==> src/rtl/sbr_pkg.sv <==
// shared types and constants for the sbus frame receiver
`timescale 1ns / 1ps
package sbr_pkg;

	localparam int unsigned NumChannels = 16;
	localparam int unsigned ChanW       = 11;
	localparam int unsigned StoreLen    = 23;
	localparam int unsigned ChanBytes   = 22;
	localparam int unsigned TickW       = 11;
	localparam int unsigned TimeoutW    = 10;
	localparam int unsigned PosW        = 5;
	localparam int unsigned RemW        = 5;

	localparam logic [7:0] Header     = 8'h0F;
	localparam logic [7:0] FooterA    = 8'h00;
	localparam logic [7:0] FooterB    = 8'h04;
	localparam logic [7:0] FooterC    = 8'h08;
	localparam logic [PosW-1:0] PosIdle   = 5'd0;
	localparam logic [PosW-1:0] PosFooter = 5'd24;
	localparam logic [TickW-1:0] TickMax  = 11'd2047;
	localparam logic [TimeoutW-1:0] TimeoutReset = 10'd50;
	localparam logic [RemW-1:0] RunLen   = 5'd16;

	// item kinds
	localparam logic FuncByte = 1'b0;
	localparam logic FuncTick = 1'b1;
	localparam logic KindChannel = 1'b0;
	localparam logic KindTimeout = 1'b1;

	// control for one channel cell
	typedef struct packed {
		logic load;
		logic shift;
	} cell_ctrl_t;

endpackage

==> src/rtl/sbr_byte_cell.sv <==
// one byte cell of the frame store shift chain
`timescale 1ns / 1ps
module sbr_byte_cell (
	input  logic       clk,
	input  logic       shift,
	input  logic [7:0] din,
	output logic [7:0] dout
);

	logic [7:0] byte_q;

	// take the neighbor's byte on each stored request
	always_ff @(posedge clk) begin
		if (shift) begin
			byte_q <= din;
		end
	end

	assign dout = byte_q;

endmodule

==> src/rtl/sbr_chan_cell.sv <==
// one channel cell of the output run chain
`timescale 1ns / 1ps
module sbr_chan_cell (
	input  logic                      clk,
	input  sbr_pkg::cell_ctrl_t       ctrl,
	input  logic [sbr_pkg::ChanW-1:0] load_val,
	input  logic [sbr_pkg::ChanW-1:0] shift_in,
	output logic [sbr_pkg::ChanW-1:0] dout
);

	logic [sbr_pkg::ChanW-1:0] val_q;

	// load a fresh frame or hand the value one cell toward the output
	always_ff @(posedge clk) begin
		if (ctrl.load) begin
			val_q <= load_val;
		end else if (ctrl.shift) begin
			val_q <= shift_in;
		end
	end

	assign dout = val_q;

endmodule

==> src/rtl/sbus_frame_receiver.sv <==
// sbus frame receiver: byte chain, channel unpack, output run chain, link timeout
//
// channel | handshake             | payload
// in      | in_valid / in_ready   | func, rx_data
// out     | out_valid / out_ready | kind, channel_index, channel_value,
//         |                       | frame_lost_flag, failsafe_flag, link_ok, last
// cfg     | cfg_valid / cfg_ready | timeout_ticks
//
// one input request per cycle while in_ready is high; a byte is stored by shifting the 23-cell
// byte chain. a good footer loads 16 channel cells at once; they shift out one per cycle while
// out_ready is high. a footer byte, or a tick that drops the link, waits until the run chain is
// empty or its last result is taken; the first result shows in the cycle after its request.
// reset clears position, link state, tick count and the run counter and sets the timeout
// to 50; cfg_ready is always high.
`timescale 1ns / 1ps
module sbus_frame_receiver (
	input  logic        clk,
	input  logic        arst_n,
	input  logic        in_valid,
	output logic        in_ready,
	input  logic        func,
	input  logic [7:0]  rx_data,
	output logic        out_valid,
	input  logic        out_ready,
	output logic        kind,
	output logic [3:0]  channel_index,
	output logic [10:0] channel_value,
	output logic        frame_lost_flag,
	output logic        failsafe_flag,
	output logic        link_ok,
	output logic        last,
	input  logic        cfg_valid,
	output logic        cfg_ready,
	input  logic [9:0]  timeout_ticks
);

	localparam int unsigned NCh = sbr_pkg::NumChannels;
	localparam int unsigned CW  = sbr_pkg::ChanW;
	localparam int unsigned SL  = sbr_pkg::StoreLen;

	logic [sbr_pkg::PosW-1:0]     pos_q;
	logic                         valid_q;
	logic [sbr_pkg::TickW-1:0]    ticks_q;
	logic [sbr_pkg::TimeoutW-1:0] timeout_q;
	logic [sbr_pkg::RemW-1:0]     rem_q;
	logic [3:0]                   idx_q;
	logic                         kind_q;
	logic                         lost_q;
	logic                         fs_q;
	logic                         ok_q;

	logic [7:0]    store [SL];
	logic [CW-1:0] chan  [NCh];
	logic [sbr_pkg::ChanBytes*8-1:0] packed_bytes;

	logic                      accept;
	logic                      take;
	logic                      slot_free;
	logic                      store_en;
	logic                      footer_ok;
	logic                      frame_emit;
	logic                      tick_emit;
	logic                      tick_over;
	logic [sbr_pkg::TickW-1:0] ticks_next;
	logic                      flag_lost;
	logic                      flag_fs;
	logic                      frame_ok;
	sbr_pkg::cell_ctrl_t       cell_ctrl;

	// handshake terms
	assign accept    = in_valid && in_ready;
	assign take      = out_valid && out_ready;
	assign slot_free = (rem_q == '0) || (rem_q == sbr_pkg::RemW'(1) && out_ready);
	assign cfg_ready = 1'b1;

	// tick counter next value and timeout compare
	assign ticks_next = (ticks_q == sbr_pkg::TickMax) ? ticks_q : ticks_q + 1'b1;
	assign tick_over  = ticks_next > {1'b0, timeout_q};

	// footer and flag decode
	always_comb begin
		footer_ok = rx_data inside {sbr_pkg::FooterA, sbr_pkg::FooterB, sbr_pkg::FooterC};
	end
	assign flag_lost = store[SL-1][2];
	assign flag_fs   = store[SL-1][3];
	assign frame_ok  = !flag_lost && !flag_fs;

	// only footer bytes and link-dropping ticks need a free output slot
	always_comb begin
		if (func == sbr_pkg::FuncByte) begin
			in_ready = slot_free || (pos_q != sbr_pkg::PosFooter);
		end else begin
			in_ready = slot_free || !(valid_q && tick_over);
		end
	end

	assign store_en   = accept && (func == sbr_pkg::FuncByte) &&
		(pos_q != sbr_pkg::PosIdle) && (pos_q != sbr_pkg::PosFooter);
	assign frame_emit = accept && (func == sbr_pkg::FuncByte) &&
		(pos_q == sbr_pkg::PosFooter) && footer_ok;
	assign tick_emit  = accept && (func == sbr_pkg::FuncTick) && valid_q && tick_over;

	// frame store chain: new bytes enter at the top and move down
	genvar gi;
	generate
		for (gi = 0; gi < SL; gi++) begin : g_store
			if (gi == SL - 1) begin : g_top
				sbr_byte_cell u_cell (
					.clk   (clk),
					.shift (store_en),
					.din   (rx_data),
					.dout  (store[gi])
				);
			end else begin : g_mid
				sbr_byte_cell u_cell (
					.clk   (clk),
					.shift (store_en),
					.din   (store[gi+1]),
					.dout  (store[gi])
				);
			end
		end
		for (gi = 0; gi < sbr_pkg::ChanBytes; gi++) begin : g_pack
			assign packed_bytes[gi*8 +: 8] = store[gi];
		end
	endgenerate

	// run chain control
	assign cell_ctrl.load  = frame_emit;
	assign cell_ctrl.shift = take;

	// channel cells hold the unpacked frame and shift toward cell zero
	generate
		for (gi = 0; gi < NCh; gi++) begin : g_chan
			if (gi == NCh - 1) begin : g_top
				sbr_chan_cell u_cell (
					.clk      (clk),
					.ctrl     (cell_ctrl),
					.load_val (packed_bytes[gi*CW +: CW]),
					.shift_in ('0),
					.dout     (chan[gi])
				);
			end else begin : g_mid
				sbr_chan_cell u_cell (
					.clk      (clk),
					.ctrl     (cell_ctrl),
					.load_val (packed_bytes[gi*CW +: CW]),
					.shift_in (chan[gi+1]),
					.dout     (chan[gi])
				);
			end
		end
	endgenerate

	// timeout register
	always_ff @(posedge clk or negedge arst_n) begin
		if (!arst_n) begin
			timeout_q <= sbr_pkg::TimeoutReset;
		end else if (cfg_valid && cfg_ready) begin
			timeout_q <= timeout_ticks;
		end
	end

	// byte position, link state and tick count
	always_ff @(posedge clk or negedge arst_n) begin
		if (!arst_n) begin
			pos_q   <= sbr_pkg::PosIdle;
			valid_q <= 1'b0;
			ticks_q <= '0;
		end else if (accept) begin
			if (func == sbr_pkg::FuncTick) begin
				ticks_q <= ticks_next;
				if (tick_over) begin
					valid_q <= 1'b0;
				end
			end else if (pos_q == sbr_pkg::PosIdle) begin
				pos_q <= (rx_data == sbr_pkg::Header) ? sbr_pkg::PosW'(1) : sbr_pkg::PosIdle;
			end else if (pos_q == sbr_pkg::PosFooter) begin
				pos_q <= sbr_pkg::PosIdle;
				if (footer_ok) begin
					valid_q <= frame_ok;
					if (frame_ok) begin
						ticks_q <= '0;
					end
				end
			end else begin
				pos_q <= pos_q + 1'b1;
			end
		end
	end

	// output run counter and index
	always_ff @(posedge clk or negedge arst_n) begin
		if (!arst_n) begin
			rem_q <= '0;
			idx_q <= '0;
		end else if (frame_emit) begin
			rem_q <= sbr_pkg::RunLen;
			idx_q <= '0;
		end else if (tick_emit) begin
			rem_q <= sbr_pkg::RemW'(1);
			idx_q <= '0;
		end else if (take) begin
			rem_q <= rem_q - 1'b1;
			idx_q <= idx_q + 1'b1;
		end
	end

	// per-run result fields
	always_ff @(posedge clk) begin
		if (frame_emit) begin
			kind_q <= sbr_pkg::KindChannel;
			lost_q <= flag_lost;
			fs_q   <= flag_fs;
			ok_q   <= frame_ok;
		end else if (tick_emit) begin
			kind_q <= sbr_pkg::KindTimeout;
			lost_q <= 1'b0;
			fs_q   <= 1'b0;
			ok_q   <= 1'b0;
		end
	end

	// output port drive
	assign out_valid       = rem_q != '0;
	assign kind            = kind_q;
	assign channel_index   = idx_q;
	assign channel_value   = (kind_q == sbr_pkg::KindTimeout) ? '0 : chan[0];
	assign frame_lost_flag = lost_q;
	assign failsafe_flag   = fs_q;
	assign link_ok         = ok_q;
	assign last            = rem_q == sbr_pkg::RemW'(1);

`ifndef SYNTH
	// run counter never exceeds one frame
	a_rem_range: assert property (@(posedge clk) disable iff (!arst_n)
		rem_q <= sbr_pkg::RunLen)
		else $error("run counter out of range");

	// no new run starts while more than the last result is pending
	a_no_overrun: assert property (@(posedge clk) disable iff (!arst_n)
		(rem_q > sbr_pkg::RemW'(1)) |-> !(frame_emit || tick_emit))
		else $error("run loaded over pending results");

	// a good footer starts a full run at channel zero
	a_frame_run: assert property (@(posedge clk) disable iff (!arst_n)
		frame_emit |=> (rem_q == sbr_pkg::RunLen) && (idx_q == '0))
		else $error("frame run not started");

	// timeout results are single
	a_tick_single: assert property (@(posedge clk) disable iff (!arst_n)
		(out_valid && kind_q == sbr_pkg::KindTimeout) |-> last)
		else $error("timeout result not last");

	// channel index advances by one within a run
	a_idx_step: assert property (@(posedge clk) disable iff (!arst_n)
		(take && rem_q > sbr_pkg::RemW'(1) && !frame_emit && !tick_emit)
		|=> idx_q == $past(idx_q) + 4'd1)
		else $error("channel index skipped");
`endif

endmodule
==> config.mk <==
export PLATFORM = sky130hd
export DESIGN_NAME = sbus_frame_receiver
export DESIGN_NICKNAME = d
export VERILOG_FILES = /design/src/rtl/sbr_pkg.sv /design/src/rtl/sbr_byte_cell.sv /design/src/rtl/sbr_chan_cell.sv /design/src/rtl/sbus_frame_receiver.sv
export SDC_FILE = /design/constraint.sdc
export NUM_CORES = 1
export LEC_CHECK = 0
export BUFFER_PORTS_ARGS = -buffer_cell sky130_fd_sc_hd__buf_4
export CAP_MARGIN = 20
export CELL_PAD_IN_SITES_DETAIL_PLACEMENT = 0
export CELL_PAD_IN_SITES_GLOBAL_PLACEMENT = 1
export CORE_ASPECT_RATIO = 0.5
export CORE_MARGIN = 1.5
export CORE_UTILIZATION = 55
export CTS_CLUSTER_DIAMETER = 200
export DETAILED_ROUTE_END_ITERATION = 12
export GPL_ROUTABILITY_DRIVEN = 0
export PLACE_DENSITY_LB_ADDON = 0.12
export REMOVE_ABC_BUFFERS = 1
export SLEW_MARGIN = 20
export SYNTH_ARGS = -nofsm -noshare
export SYNTH_HDL_FRONTEND = slang
export SYNTH_SLANG_ARGS = --single-unit
==> constraint.sdc <==
create_clock -name clk -period 20.3 [get_ports clk]
set_clock_uncertainty 0.15 [all_clocks]
set_input_delay 3.045 -clock clk [delete_from_list [all_inputs] [get_ports clk]]
set_output_delay 3.045 -clock clk [all_outputs]
set_load 0.02 [all_outputs]
[Word-level counts from Yosys, hierarchy flattened]
Index checks and enable logic that the tools add are counted.
Storage, ports and cells
  register bits after elaboration: 400
Operators by class
  add/subtract/negate cells: 4
  order comparisons: 1
  equality and inequality tests: 9
  multiplexer cells: 58
  bitwise logic cells: 1
  reduce and logical (&&, ||, !) cells: 34
Operator list (count)
  $mux W11: 39
  $mux W5: 5
  $eq A8 B4 Y1 const B: 2
  $logic_and A1 B1 Y1: 13
  $mux W4: 3
  $add A11 B1 Y11 const B: 1
  $eq A11 B11 Y1 const B: 1
  $gt A11 B10 Y1: 1
  $mux W1: 11
  $logic_not A5 Y1: 2
  $reduce_and A5 Y1: 2
  $reduce_bool A2 Y1: 5
  $reduce_bool A5 Y1: 2
  $eq A8 B3 Y1 const B: 1
  $logic_not A8 Y1: 1
  $reduce_bool A3 Y1: 2
  $add A5 B1 Y5 const B: 1
  $eq A5 B1 Y1 const B: 1
  $eq A5 B5 Y1 const B: 1
  $ne A5 B5 Y1 const B: 1
  $sub A5 B1 Y5 const B: 1
  $add A4 B1 Y4 const B: 1
  $logic_not A1 Y1: 3
  $logic_or A1 B1 Y1: 3
  4 further kinds: 4

[Logic depth before layout (Yosys ltp)]
Gate-level depths: netlist of the first run.
  depth after elaboration: 13
  mapped depth: 14

[By module]
From an unflattened synthesis of the first run, not the netlist that was laid out.
Unflattened totals
  cells, all modules: 827
  area total of the unflattened synthesis: 16070.4 µm²
By module, submodules not included
  sbr_chan_cell: instances 16, cells an instance 24, area an instance 505.5 µm², sequential area each 330.3 µm²
  sbr_byte_cell: instances 23, cells an instance 8, area an instance 240.2 µm², sequential area each 240.2 µm²
  sbus_frame_receiver: instances 1, cells an instance 259, area an instance 2457.4 µm², sequential area each 1014.7 µm²

[Worst setup path before layout of the first run]
No wires, ideal clock.
  kind: in2reg
  start: in func
  end: reg pos_q[2] (netlist bit)
  arrival time: 13.202 ns
  required time: 20.037 ns
  path slack: 6.835 ns
  stages: 5
  buffers on the path: 1
  path through: clkbuf_1 > nand2b_1 > a21oi_1 > a21oi_1 > a31oi_1
On the way
  longest elaborated chain between the ends: 3
  elaborated cells between the ends (all ways): 4
  classes of those cells: mux: 1; bitwise: 1; reduce/logical: 2
RTL lines
  from (decl): RTL line sbus_frame_receiver.sv:21  | input logic func,
  $mux W1: RTL line sbus_frame_receiver.sv:90  | if (func == sbr_pkg::FuncByte) begin
  $logic_and A1 B1 Y1: RTL line sbus_frame_receiver.sv:71  | assign accept = in_valid && in_ready;
  $reduce_and A2 Y1 (no line) (*)
  to (signal assigned): RTL line sbus_frame_receiver.sv:167  | pos_q <= sbr_pkg::PosIdle;
  to (signal assigned): RTL line sbus_frame_receiver.sv:177  | pos_q <= (rx_data == sbr_pkg::Header) ? sbr_pkg::PosW'(1) : sbr_pkg::PosIdle;
  to (signal assigned): RTL line sbus_frame_receiver.sv:179  | pos_q <= sbr_pkg::PosIdle;
  to (decl): RTL line sbus_frame_receiver.sv:41  | logic [sbr_pkg::PosW-1:0] pos_q;
Mark *: on every way between the ends. The rest lies on a longest branch, timed or not.
A chain may end at the register's enable or synchronous reset.

[Final worst setup path of the first run]
  start: in out_ready
  end: out in_ready
On the way
  longest elaborated chain between the ends: 4
  elaborated cells between the ends (all ways): 5
  classes of those cells: mux: 1; reduce/logical: 4
RTL lines
  from (decl): RTL line sbus_frame_receiver.sv:24  | input logic out_ready,
  $logic_and A1 B1 Y1 (*): RTL line sbus_frame_receiver.sv:73  | assign slot_free = (rem_q == '0) || (rem_q == sbr_pkg::RemW'(1) && out_ready);
  $logic_or A1 B1 Y1 (*): RTL line sbus_frame_receiver.sv:73
  $logic_or A1 B1 Y1 (on tied branches): RTL line sbus_frame_receiver.sv:91, sbus_frame_receiver.sv:93
  $mux W1 (*): RTL line sbus_frame_receiver.sv:90
  to (decl): RTL line sbus_frame_receiver.sv:20  | output logic in_ready,
Marked as above.

==> results of run 1 <==
## worst paths after layout
kind	cells after the start	from	endpoint	slack [ps]
worst min register to register	0	g_store[22].g_top.u_cell.dout[1]$_DFFE_PP_	g_store[21].g_mid.u_cell.dout[1]$_DFFE_PP_	260
worst min-delay path	0	g_store[22].g_top.u_cell.dout[1]$_DFFE_PP_	g_store[21].g_mid.u_cell.dout[1]$_DFFE_PP_	260
max in group asynchronous	1	arst_n	timeout_q[1]$_DFFE_PN1P_	17320
worst max-delay path	6	out_ready	in_ready	13020
min in group asynchronous	1	arst_n	timeout_q[2]$_DFFE_PN0P_	2340
worst max register to register	12	ticks_q[0]$_DFFE_PN0P_	failsafe_flag$_SDFFCE_PP0P_	16300
## kinds of logic after synthesis
kind of cell    count (synthesis)  synth area share
simple gates                  606            0.1586
flops                         400            0.7646
buf+inv                        63           0.02581
compound gates                 61           0.02783
fa+ha+maj                      16           0.01294
xor+xnor                       14          0.007928
mux                             3          0.002103
other cells                     1         0.0002425
## layer usage
layer | vias up | wire (um) | global-route usage
met5 | - | 0 | 0
met4 | 0 | 455 | 0.05228
met3 | 43 | 932 | 0.03444
met2 | 125 | 11660 | 0.2957
met1 | 3965 | 10560 | 0.2205
li1 | 4076 | - | -
## final cells by class
cell class                 count  area (um^2)  area share
multi-input combinational    701         3271      0.1916
clock buffer                  45        955.9     0.05599
timing repair buffer          51        399.1     0.02338
sequential                   400        11830      0.6926
inverter                      15        56.30    0.003298
clock inverter                17        88.84    0.005203
tap                          382        478.0     0.02799
## worst register-to-register path: cells and delay by family (launching register included)
family	cells	cell delay, ps
compound gates	3	770
xor+xnor	1	160
fa+ha+maj	2	530
flops	1	420
simple gates	6	1580
## cell usage in the layout, fill, tap and decap left out, drive strengths merged, types with 5 or more instances in the layout
cell type,n
xnor2,10
nor2,15
ha,16
and2,17
buf,51
nor2b,13
edfxtp,363
a21oi,10
inv,17
a22o,11
dfrtp,33
nor3,5
nand2,529
o21ai,17
clkbuf,45
nand3,8
clkinv,13
## stage by stage
stage / hold slack [ps] / setup slack (ps)
2_1_floorplan: 250.3 / 7023
3_3_place_gp: 255.6 / 13020
3_5_place_dp: 254.5 / 13010
4_1_cts: 265.8 / 13010
5_1_grt: 276.4 / 12920
6_report: 262.5 / 13020
## sequential cells by signal, indices dropped and copies added (netlist names)
signal and cells:
channel_index 4, timeout_q 10, rem_q 5, ticks_q 11, g_store.g_mid.u_cell.dout 176, frame_lost_flag 1, g_chan.g_mid.u_cell.dout 165, g_chan.g_top.u_cell.dout 11
pos_q 5, failsafe_flag 1, kind 1, valid_q 1, g_store.g_top.u_cell.dout 8, link_ok 1
## report_power, final
part	leakage [nW]	internal, mW	switching, mW	total (mW)
registers	3.93	1.05	0.0543	1.10
logic	2.28	0.0885	0.143	0.232
clock network	0.509	0.335	0.284	0.620
total	6.72	1.47	0.482	1.95
==> impl_metrics.py, run 1 <==
metrics = {
    "outcome": {
        "outcome": "complete, no violations",
    },
    "sta": {
        "rsz0062_at_grt": "no",
        "final.min_clock_period_ps": 7280,
        "hold_viol": 0,
        "setup_tns_ps": 0,
        "slew_violations": 0,
        "setup_viol": 0,
        "post-route-period-util": 0.3586,
        "max_freq_mhz": 137.4,
        "relSlewSlack": 0.2599,
        "worst-slew-pin-transition_ps": 1110,
    },
    "floorplanning": {
        "die-area_um2": 29200,
        "num_io_pins": 47,
        "fp.coreArea_um2": 27650,
        "die_w_um": 240.2,
        "die_h_um": 121.6,
        "start_util": 0.5593,
        "row_count": 43,
    },
    "worst_setup_path": {
        "worstPathMaxFanout": 8,
        "end_kind": "primary output",
        "cp.required_ps": 17110,
        "cpLargestDelayFamily": "compound AO/OA/AOI/OAI gates",
        "worstPathCellList": "buf_4 -> a21o_1 -> nand2_1 -> o21ai_0 -> a21o_1 -> buf_4",
        "setup.worst_path.class": "in -> out",
        "critPathMaxStageDelay_ps": 250,
        "crit_slowest_cell": "nand2_1",
        "cp_data_arrival_time_ps": 4080,
        "start_kind": "input pin",
        "critPathBufInv": 2,
    },
    "placement": {
        "dp_hpwl_mm": 12.47,
        "dp_cells": 1549,
        "portBuffers": 45,
        "detailed_place.area_um2": 16030,
    },
    "cells_and_area": {
        "drive_above_1_share": 0.09520,
        "final_area_um2": 17070,
        "area_delta_synth_final_pct": 10.40,
        "num-nets-final": 1245,
        "final_util": 0.6174,
        "nFillCells": 2136,
        "diodes": 0,
        "fin_cells": 1611,
    },
    "power_and_ir_drop": {
        "ir_drop_mv": 0.07417,
        "p_leak_nw": 6.715,
        "p_per_area_nw_per_um2": 114.3,
        "p_total_mw": 1.952,
    },
    "synth": {
        "synth.distinct_cells": 59,
        "synthCells": 1164,
        "synth_edf_count": 363,
        "synthArstFlopShare": 0.09000,
        "syn_avg_cell_area_um2": 13.29,
        "synth.most_common_cell": "nand2_1",
        "synth_warnings": 0,
        "synth_flop_cell": "edfxtp_1",
        "yosys_register_bits": 400,
        "yosys.area.top_type": "edfxtp_1",
        "ys_seq_area_frac": 0.7646,
        "yosys-top-cells-area": "edfxtp_1, nand2_1, dfrtp_1",
        "syn_area_um2": 15470,
        "synth_top_area_share": 0.7048,
        "synthTopCellsByCount": "nand2_1, edfxtp_1, dfrtp_1",
    },
    "clock_network": {
        "postCtsSetupRepairBufs": 0,
        "htree_num_levels": 2,
        "cts_hold_buf": 0,
        "clockBufferDepth": 3,
        "insertion_delay_ps": 520,
        "cts_sinks": 400,
        "cts.reportedPaths.clkPinSlew_ps": 70,
        "numCtsBuffers": 36,
        "ctsResizeCount": 0,
        "tritoncts": "yes",
        "cts_root_buffer": "clkbuf_16",
    },
    "global_routing": {
        "grt_max_degree": 187,
        "grt_pass1_wl_mm": 39.83,
        "grt_overflow": 0,
        "grt_pass1_vias": 8334,
        "antenna_found_initial": 0,
        "grt_usage": 0.1709,
    },
    "detailed_routing": {
        "dr.pass1.iters": 5,
        "antenna_left": 0,
        "drt_iter0_markers": 629,
        "wirelength_mm": 23.61,
        "routed_via_density": 5.096,
        "drc_errors": 0,
        "via_count": 8209,
        "wl_per_cell_um": 14.65,
    },
    "flow_run": {
        "cap_violations": 0,
    },
    "worst_hold_path": {
        "hp-class": "reg -> reg",
    },
}
No activity file was read; power rests on OpenSTA's default activity.
==> run 2, diff against run 1 <==
--- a/config.mk
+++ b/config.mk
@@ -5,13 +5,14 @@
 export SDC_FILE = /design/constraint.sdc
 export NUM_CORES = 1
 export LEC_CHECK = 0
+export ABC_AREA = 1
 export BUFFER_PORTS_ARGS = -buffer_cell sky130_fd_sc_hd__buf_4
 export CAP_MARGIN = 20
 export CELL_PAD_IN_SITES_DETAIL_PLACEMENT = 0
 export CELL_PAD_IN_SITES_GLOBAL_PLACEMENT = 1
 export CORE_ASPECT_RATIO = 0.5
 export CORE_MARGIN = 1.5
-export CORE_UTILIZATION = 55
+export CORE_UTILIZATION = 51
 export CTS_CLUSTER_DIAMETER = 200
 export DETAILED_ROUTE_END_ITERATION = 12
 export GPL_ROUTABILITY_DRIVEN = 0
==> constraint.sdc (replaced) <==
create_clock -name clk -period 7.6 [get_ports clk]
set_clock_uncertainty 0.15 [all_clocks]
set_input_delay 1.14 -clock clk [delete_from_list [all_inputs] [get_ports clk]]
set_output_delay 1.14 -clock clk [all_outputs]
set_load 0.02 [all_outputs]
==> impl_metrics.py, run 2 <==
metrics = {
    "worst_setup_path": {
        "reg2regPathDepth": 20,
        "worstPathMaxFanout": 121,
        "setup.worst_path.class": "reg -> reg",
        "cp.required_ps": 7610,
        "reg2reg_slack_ps": 2520,
        "end_kind": "flop",
        "r2r-start": "ticks_q[0]$_DFFE_PN0P_",
        "start_kind": "flop",
        "r2r_end": "g_chan[14].g_mid.u_cell.dout[7]$_DFFE_PP_",
        "cp_data_arrival_time_ps": 5090,
    },
    "sta": {
        "max_freq_mhz": 196.7,
        "setup_tns_ps": 0,
        "setup_slack_ps": 2516,
        "setup_viol": 0,
        "rsz0062_at_grt": "no",
        "relSlewSlack": 0.3106,
        "final.min_clock_period_ps": 5084,
        "post-route-period-util": 0.6690,
        "hold_viol": 0,
        "slew_violations": 0,
        "worst-slew-pin-transition_ps": 1034,
    },
    "placement": {
        "post-place-ws_ps": 2469,
        "dp_hpwl_mm": 14.35,
        "dp_cells": 1677,
        "portBuffers": 45,
    },
    "floorplanning": {
        "num_io_pins": 47,
        "start_util": 0.5253,
        "fp.coreArea_um2": 30690,
        "row_count": 45,
        "die_h_um": 128.7,
        "die-area_um2": 32750,
        "die_w_um": 254.4,
    },
    "global_routing": {
        "top_usage_layer": "met2",
        "grt_pass1_vias": 9328,
        "use_met1": 0.2417,
        "grt.met2_usage": 0.3018,
        "grt_overflow": 0,
        "antenna_found_initial": 0,
        "grt_pass1_wl_mm": 47.02,
        "grt_max_degree": 172,
        "grt_use_met3": 0.03682,
        "grt_usage": 0.1795,
    },
    "detailed_routing": {
        "wl_per_cell_um": 16.31,
        "wirelength_mm": 28.38,
        "via_count": 9341,
        "drc_errors": 0,
        "dr.pass1.iters": 4,
        "antenna_left": 0,
        "routed_via_density": 5.368,
        "drt_iter0_markers": 741,
    },
    "synth": {
        "synthArstFlopShare": 0.09000,
        "synth_xor_area_frac": 0.009236,
        "ys_seq_area_frac": 0.7335,
        "synth_top_area_share": 0.6762,
        "synth.distinct_cells": 38,
        "synth_compound_area_frac": 0.01032,
        "yosys.area.top_type": "edfxtp_1",
        "synth-simple-area-share": 0.1871,
        "syn_avg_cell_area_um2": 12.58,
        "syn_area_um2": 16120,
        "synth_top_family_by_area": "simple AND/OR/NAND/NOR gates",
        "yosys_register_bits": 400,
        "yosys-top-cells-area": "edfxtp_1, nand2_1, nand4_1",
        "synth.most_common_cell": "nand2_1",
        "synth_mux_area_frac": 0.001940,
        "yosys.area_share.adder": 0.01242,
        "synth_warnings": 0,
        "synthTopCellsByCount": "nand2_1, edfxtp_1, nand4_1",
        "synthCells": 1281,
        "synth_edf_count": 363,
        "synth_flop_cell": "edfxtp_1",
    },
    "power_and_ir_drop": {
        "p_per_area_nw_per_um2": 312.7,
        "ir_drop_mv": 0.1541,
        "p_total_mw": 5.573,
        "p_leak_nw": 7.084,
    },
    "flow_run": {
        "cap_violations": 0,
    },
    "cells_and_area": {
        "final-seq-area_um2": 11830,
        "final_cell_mix": "nand2_1, edfxtp_1, nand4_1",
        "drive_above_1_share": 0.09491,
        "diodes": 0,
        "largest_reg_flops": 176,
        "multi_input_area_um2": 3590,
        "nFillCells": 2457,
        "layout_commonest_cell": "nand2_1",
        "fin_cells": 1740,
        "area_delta_synth_final_pct": 10.56,
        "num-nets-final": 1332,
    },
    "worst_hold_path": {
        "hold_path_end": "g_store[21].g_mid.u_cell.dout[7]$_DFFE_PP_",
        "hp-class": "reg -> reg",
        "whs_path_depth": 0,
        "hp-start": "g_store[22].g_top.u_cell.dout[7]$_DFFE_PP_",
    },
    "clock_network": {
        "insertion_delay_ps": 530,
        "cts_sinks": 400,
        "cts_hold_buf": 0,
        "tritoncts": "yes",
        "numCtsBuffers": 36,
        "cts_root_buffer": "clkbuf_16",
        "cts.reportedPaths.clkPinSlew_ps": 70,
        "clockBufferDepth": 3,
        "postCtsSetupRepairBufs": 0,
        "ctsResizeCount": 0,
        "htree_num_levels": 2,
    },
    "outcome": {
        "outcome": "complete, no violations",
    },
}
[run 2: cell count changes after synthesis, sizes merged, moves of 13 or more]
cell	delta
clkbuf	+27
nor2b	-13
nand4	+165
inv	+50
nor2	+35
and2	-17
nand2	-100
[run 2: final cells by class]
| type | count | area share |
|---|---|---|
| clock buffers | 44 | 0.05462 |
| clock inverters | 19 | 0.01165 |
| inverters | 67 | 0.01425 |
| multi-input cells | 733 | 0.2014 |
| flip-flops and latches | 400 | 0.6635 |
| well taps | 423 | 0.02970 |
| repair buffers | 54 | 0.02485 |
[run 2: per-stage QoR]
stage | hold slack [ps] | area [um^2] | util
floorplan | 250.3 | 15640 | -
global placement | 257.3 | 16630 | 0.5421
detailed placement | 254.5 | 16630 | 0.5421
CTS | 263.2 | 17820 | 0.5806
global route | 265.8 | 17820 | 0.5808
finish | 261.9 | 17820 | 0.5808
[run 2: report_power, final]
group	switching, mW	total [mW]	internal (mW)	leakage, nW
Clock	0.791	1.84	1.05	0.562
Sequential	0.156	3.06	2.90	3.91
Combinational	0.462	0.674	0.212	2.61
[run 2: metal layers]
| layer | part of all wire | routed length [um] |
|---|---|---|
| met3 | 0.042 | 1204 |
| met4 | 0.015 | 429 |
| met5 | 0 | 0 |
| met1 | 0.45 | 12880 |
| met2 | 0.49 | 13860 |
[run 2: critical path, cell delays in order, from the launching register on]
cell and delay, ps:
dfrtp_1 420, ha_1 240, nand2_1 130, nor2_4 60, nand3_1 310, o21ai_0 220, ha_1 350, a21oi_1 140
nand2_1 60, nand2_1 50, nand2_1 50, nand2_1 50, nand2_1 40, nand2_1 60, nand2_1 70, nand2_1 90
nand2_2 90, nand2_2 100, nand4_4 430, nand2_4 840, buf_12 470
[run 2: logic make-up after synthesis]
| family | after synthesis |
|---|---|
| muxes | 3 |
| buffers and inverters | 148 |
| xor gates and xnor gates | 17 |
| other | 1 |
| adders and majority gates | 16 |
| and+or+nand+nor | 670 |
| AOI/OAI and AO/OA | 26 |
| DFF | 400 |
[run 2: worst max-delay path by stage]
stage	endpoint	slack (ps)	from
2_1_floorplan	g_store[0].g_mid.u_cell.dout[0]$_DFFE_PP_	-8320	ticks_q[0]$_DFFE_PN0P_
3_3_place_gp	g_chan[15].g_top.u_cell.dout[10]$_SDFFCE_PP0P_	2560	ticks_q[0]$_DFFE_PN0P_
3_5_place_dp	g_chan[15].g_top.u_cell.dout[7]$_SDFFCE_PP0P_	2470	ticks_q[0]$_DFFE_PN0P_
4_1_cts	g_chan[15].g_top.u_cell.dout[7]$_SDFFCE_PP0P_	2460	ticks_q[0]$_DFFE_PN0P_
5_1_grt	g_chan[15].g_top.u_cell.dout[0]$_SDFFCE_PP0P_	2050	ticks_q[1]$_DFFE_PN0P_
6_report	g_chan[14].g_mid.u_cell.dout[7]$_DFFE_PP_	2520	ticks_q[0]$_DFFE_PN0P_
==> run 3, diff against run 2 <==
--- a/config.mk
+++ b/config.mk
@@ -5,7 +5,7 @@
 export SDC_FILE = /design/constraint.sdc
 export NUM_CORES = 1
 export LEC_CHECK = 0
-export ABC_AREA = 1
+export ABC_AREA = 0
 export BUFFER_PORTS_ARGS = -buffer_cell sky130_fd_sc_hd__buf_4
 export CAP_MARGIN = 20
 export CELL_PAD_IN_SITES_DETAIL_PLACEMENT = 0
==> constraint.sdc (replaced) <==
create_clock -name clk -period 5 [get_ports clk]
set_clock_uncertainty 0.15 [all_clocks]
set_input_delay 0.75 -clock clk [delete_from_list [all_inputs] [get_ports clk]]
set_output_delay 0.75 -clock clk [all_outputs]
set_load 0.02 [all_outputs]
==> impl_metrics.py, run 3 (synthesis gave the netlist of run 1 again) <==
metrics = {
    "cells_and_area": {
        "multi_input_area_um2": 3271,
        "layout_commonest_cell": "nand2_1",
        "final_util": 0.5886,
        "num-nets-final": 1250,
        "fin_cells": 1625,
        "final_cell_mix": "nand2_1, edfxtp_1, buf_4",
        "area_delta_synth_final_pct": 11.88,
        "nFillCells": 2415,
        "final-seq-area_um2": 11830,
        "drive_above_1_share": 0.1021,
        "diodes": 0,
        "largest_reg_flops": 176,
    },
    "global_routing": {
        "grt_max_degree": 181,
        "grt_overflow": 0,
        "grt_pass1_vias": 8665,
        "antenna_found_initial": 0,
        "grt_usage": 0.1628,
        "grt_pass1_wl_mm": 41.68,
    },
    "clock_network": {
        "postCtsSetupRepairBufs": 0,
        "insertion_delay_ps": 520,
        "cts_root_buffer": "clkbuf_16",
        "clockBufferDepth": 3,
        "cts_sinks": 400,
        "cts_hold_buf": 0,
        "ctsResizeCount": 0,
        "cts.reportedPaths.clkPinSlew_ps": 60,
        "tritoncts": "yes",
        "numCtsBuffers": 36,
        "htree_num_levels": 2,
    },
    "worst_setup_path": {
        "cp.required_ps": 4100,
        "end_kind": "primary output",
        "setup.worst_path.class": "reg -> out",
        "start_kind": "flop",
        "cp_data_arrival_time_ps": 3840,
        "worstPathMaxFanout": 10,
    },
    "detailed_routing": {
        "antenna_left": 0,
        "drt_iter0_markers": 562,
        "dr.pass1.iters": 4,
        "wl_per_cell_um": 14.91,
        "wirelength_mm": 24.23,
        "routed_via_density": 5.109,
        "via_count": 8302,
        "drc_errors": 0,
    },
    "sta": {
        "setup_tns_ps": 0,
        "slew_violations": 0,
        "final.min_clock_period_ps": 4740,
        "relSlewSlack": 0.3883,
        "post-route-period-util": 0.9480,
        "setup_viol": 0,
        "max_freq_mhz": 211.0,
        "hold_viol": 0,
        "fin_hold_ws_ps": 35.94,
        "rsz0062_at_grt": "no",
        "worst-slew-pin-transition_ps": 917.6,
    },
    "power_and_ir_drop": {
        "ir_drop_mv": 0.2499,
        "power_frac_clock": 0.337,
        "p_comb_frac": 0.118,
        "p_leak_nw": 6.819,
        "intPower_mw": 6.210,
        "seqPwrFrac": 0.546,
        "switchingPower_mw": 1.986,
        "p_per_area_nw_per_um2": 473.7,
        "p_total_mw": 8.196,
        "swShare": 0.2423,
    },
    "flow_run": {
        "cap_violations": 0,
    },
    "placement": {
        "portBuffers": 45,
        "dp_hpwl_mm": 13.35,
        "dp_cells": 1563,
    },
    "floorplanning": {
        "num_io_pins": 47,
        "row_count": 44,
        "die-area_um2": 31440,
        "fp.coreArea_um2": 29400,
        "die_w_um": 249.3,
        "start_util": 0.5261,
        "die_h_um": 126.1,
    },
    "worst_hold_path": {
        "hp-class": "in -> async",
    },
    "outcome": {
        "outcome": "complete, no violations",
    },
}
## run 3: cell count changes in the layout (fill, tap and decap cells not counted), moves of 13 or more
cell / delta
nand4_1: -165
nand2_1: +104
inv_1: -48
nor2_1: -32
and2_1: +17
nor2b_1: +13
## run 3: critical path, stage by stage, from the launching register on
cell and delay (ps):
dfrtp_1 440, ha_1 240, and2_1 200, and2_1 190, nand3_2 190, or3b_1 390, xnor2_1 250, ha_1 300
o21ai_0 170, nor2_1 60, o31a_1 270, or2_2 310, nand2_1 70, a21o_1 110, buf_4 130
## run 3: worst paths after layout
path / start / depth (start not counted) / endpoint / slack (ps)
worst min-delay path: arst_n / 1 / timeout_q[9]$_DFFE_PN0P_ / 40
min in group clk: g_store[22].g_top.u_cell.dout[1]$_DFFE_PP_ / 0 / g_store[21].g_mid.u_cell.dout[1]$_DFFE_PP_ / 270
worst min register to register: g_store[22].g_top.u_cell.dout[1]$_DFFE_PP_ / 0 / g_store[21].g_mid.u_cell.dout[1]$_DFFE_PP_ / 270
worst max register to register: ticks_q[0]$_DFFE_PN0P_ / 13 / ticks_q[4]$_DFFE_PN0P_ / 1020
max in group asynchronous: arst_n / 1 / timeout_q[1]$_DFFE_PN1P_ / 4310
worst max-delay path: ticks_q[0]$_DFFE_PN0P_ / 14 / in_ready / 260
## run 3: final cells by class
type,count,area share
well taps,391,0.02827
clock inverters,19,0.01143
repair buffers,56,0.02864
clock buffers,43,0.05597
flip-flops and latches,400,0.6834
multi-input cells,701,0.1890
inverters,15,0.003254
## run 3: power by group through the flow
stage / logic [mW] / registers, mW / clock network, mW
floorplan: 0.639 / 4.58 / 0
global placement: 0.953 / 4.53 / 0
detailed placement: 0.982 / 4.55 / 0
CTS: 0.986 / 4.48 / 2.85
global route: 1.10 / 4.53 / 2.98
finish: 0.963 / 4.47 / 2.76
## run 3: routing by layer
metal | GRT usage | vias up | part of all wire
li1 | - | 4077 | -
met1 | 0.2090 | 4050 | 0.45
met2 | 0.2803 | 133 | 0.48
met3 | 0.03617 | 42 | 0.045
met4 | 0.04842 | 0 | 0.021
met5 | 0 | - | 0
## run 3: metrics by stage
step,area [um^2],worst slack (ps)
6_report,17300,260.2
5_1_grt,17300,17.60
4_1_cts,17300,233.2
3_5_place_dp,16140,838.3
3_3_place_gp,16140,923.6
2_1_floorplan,15120,-5982
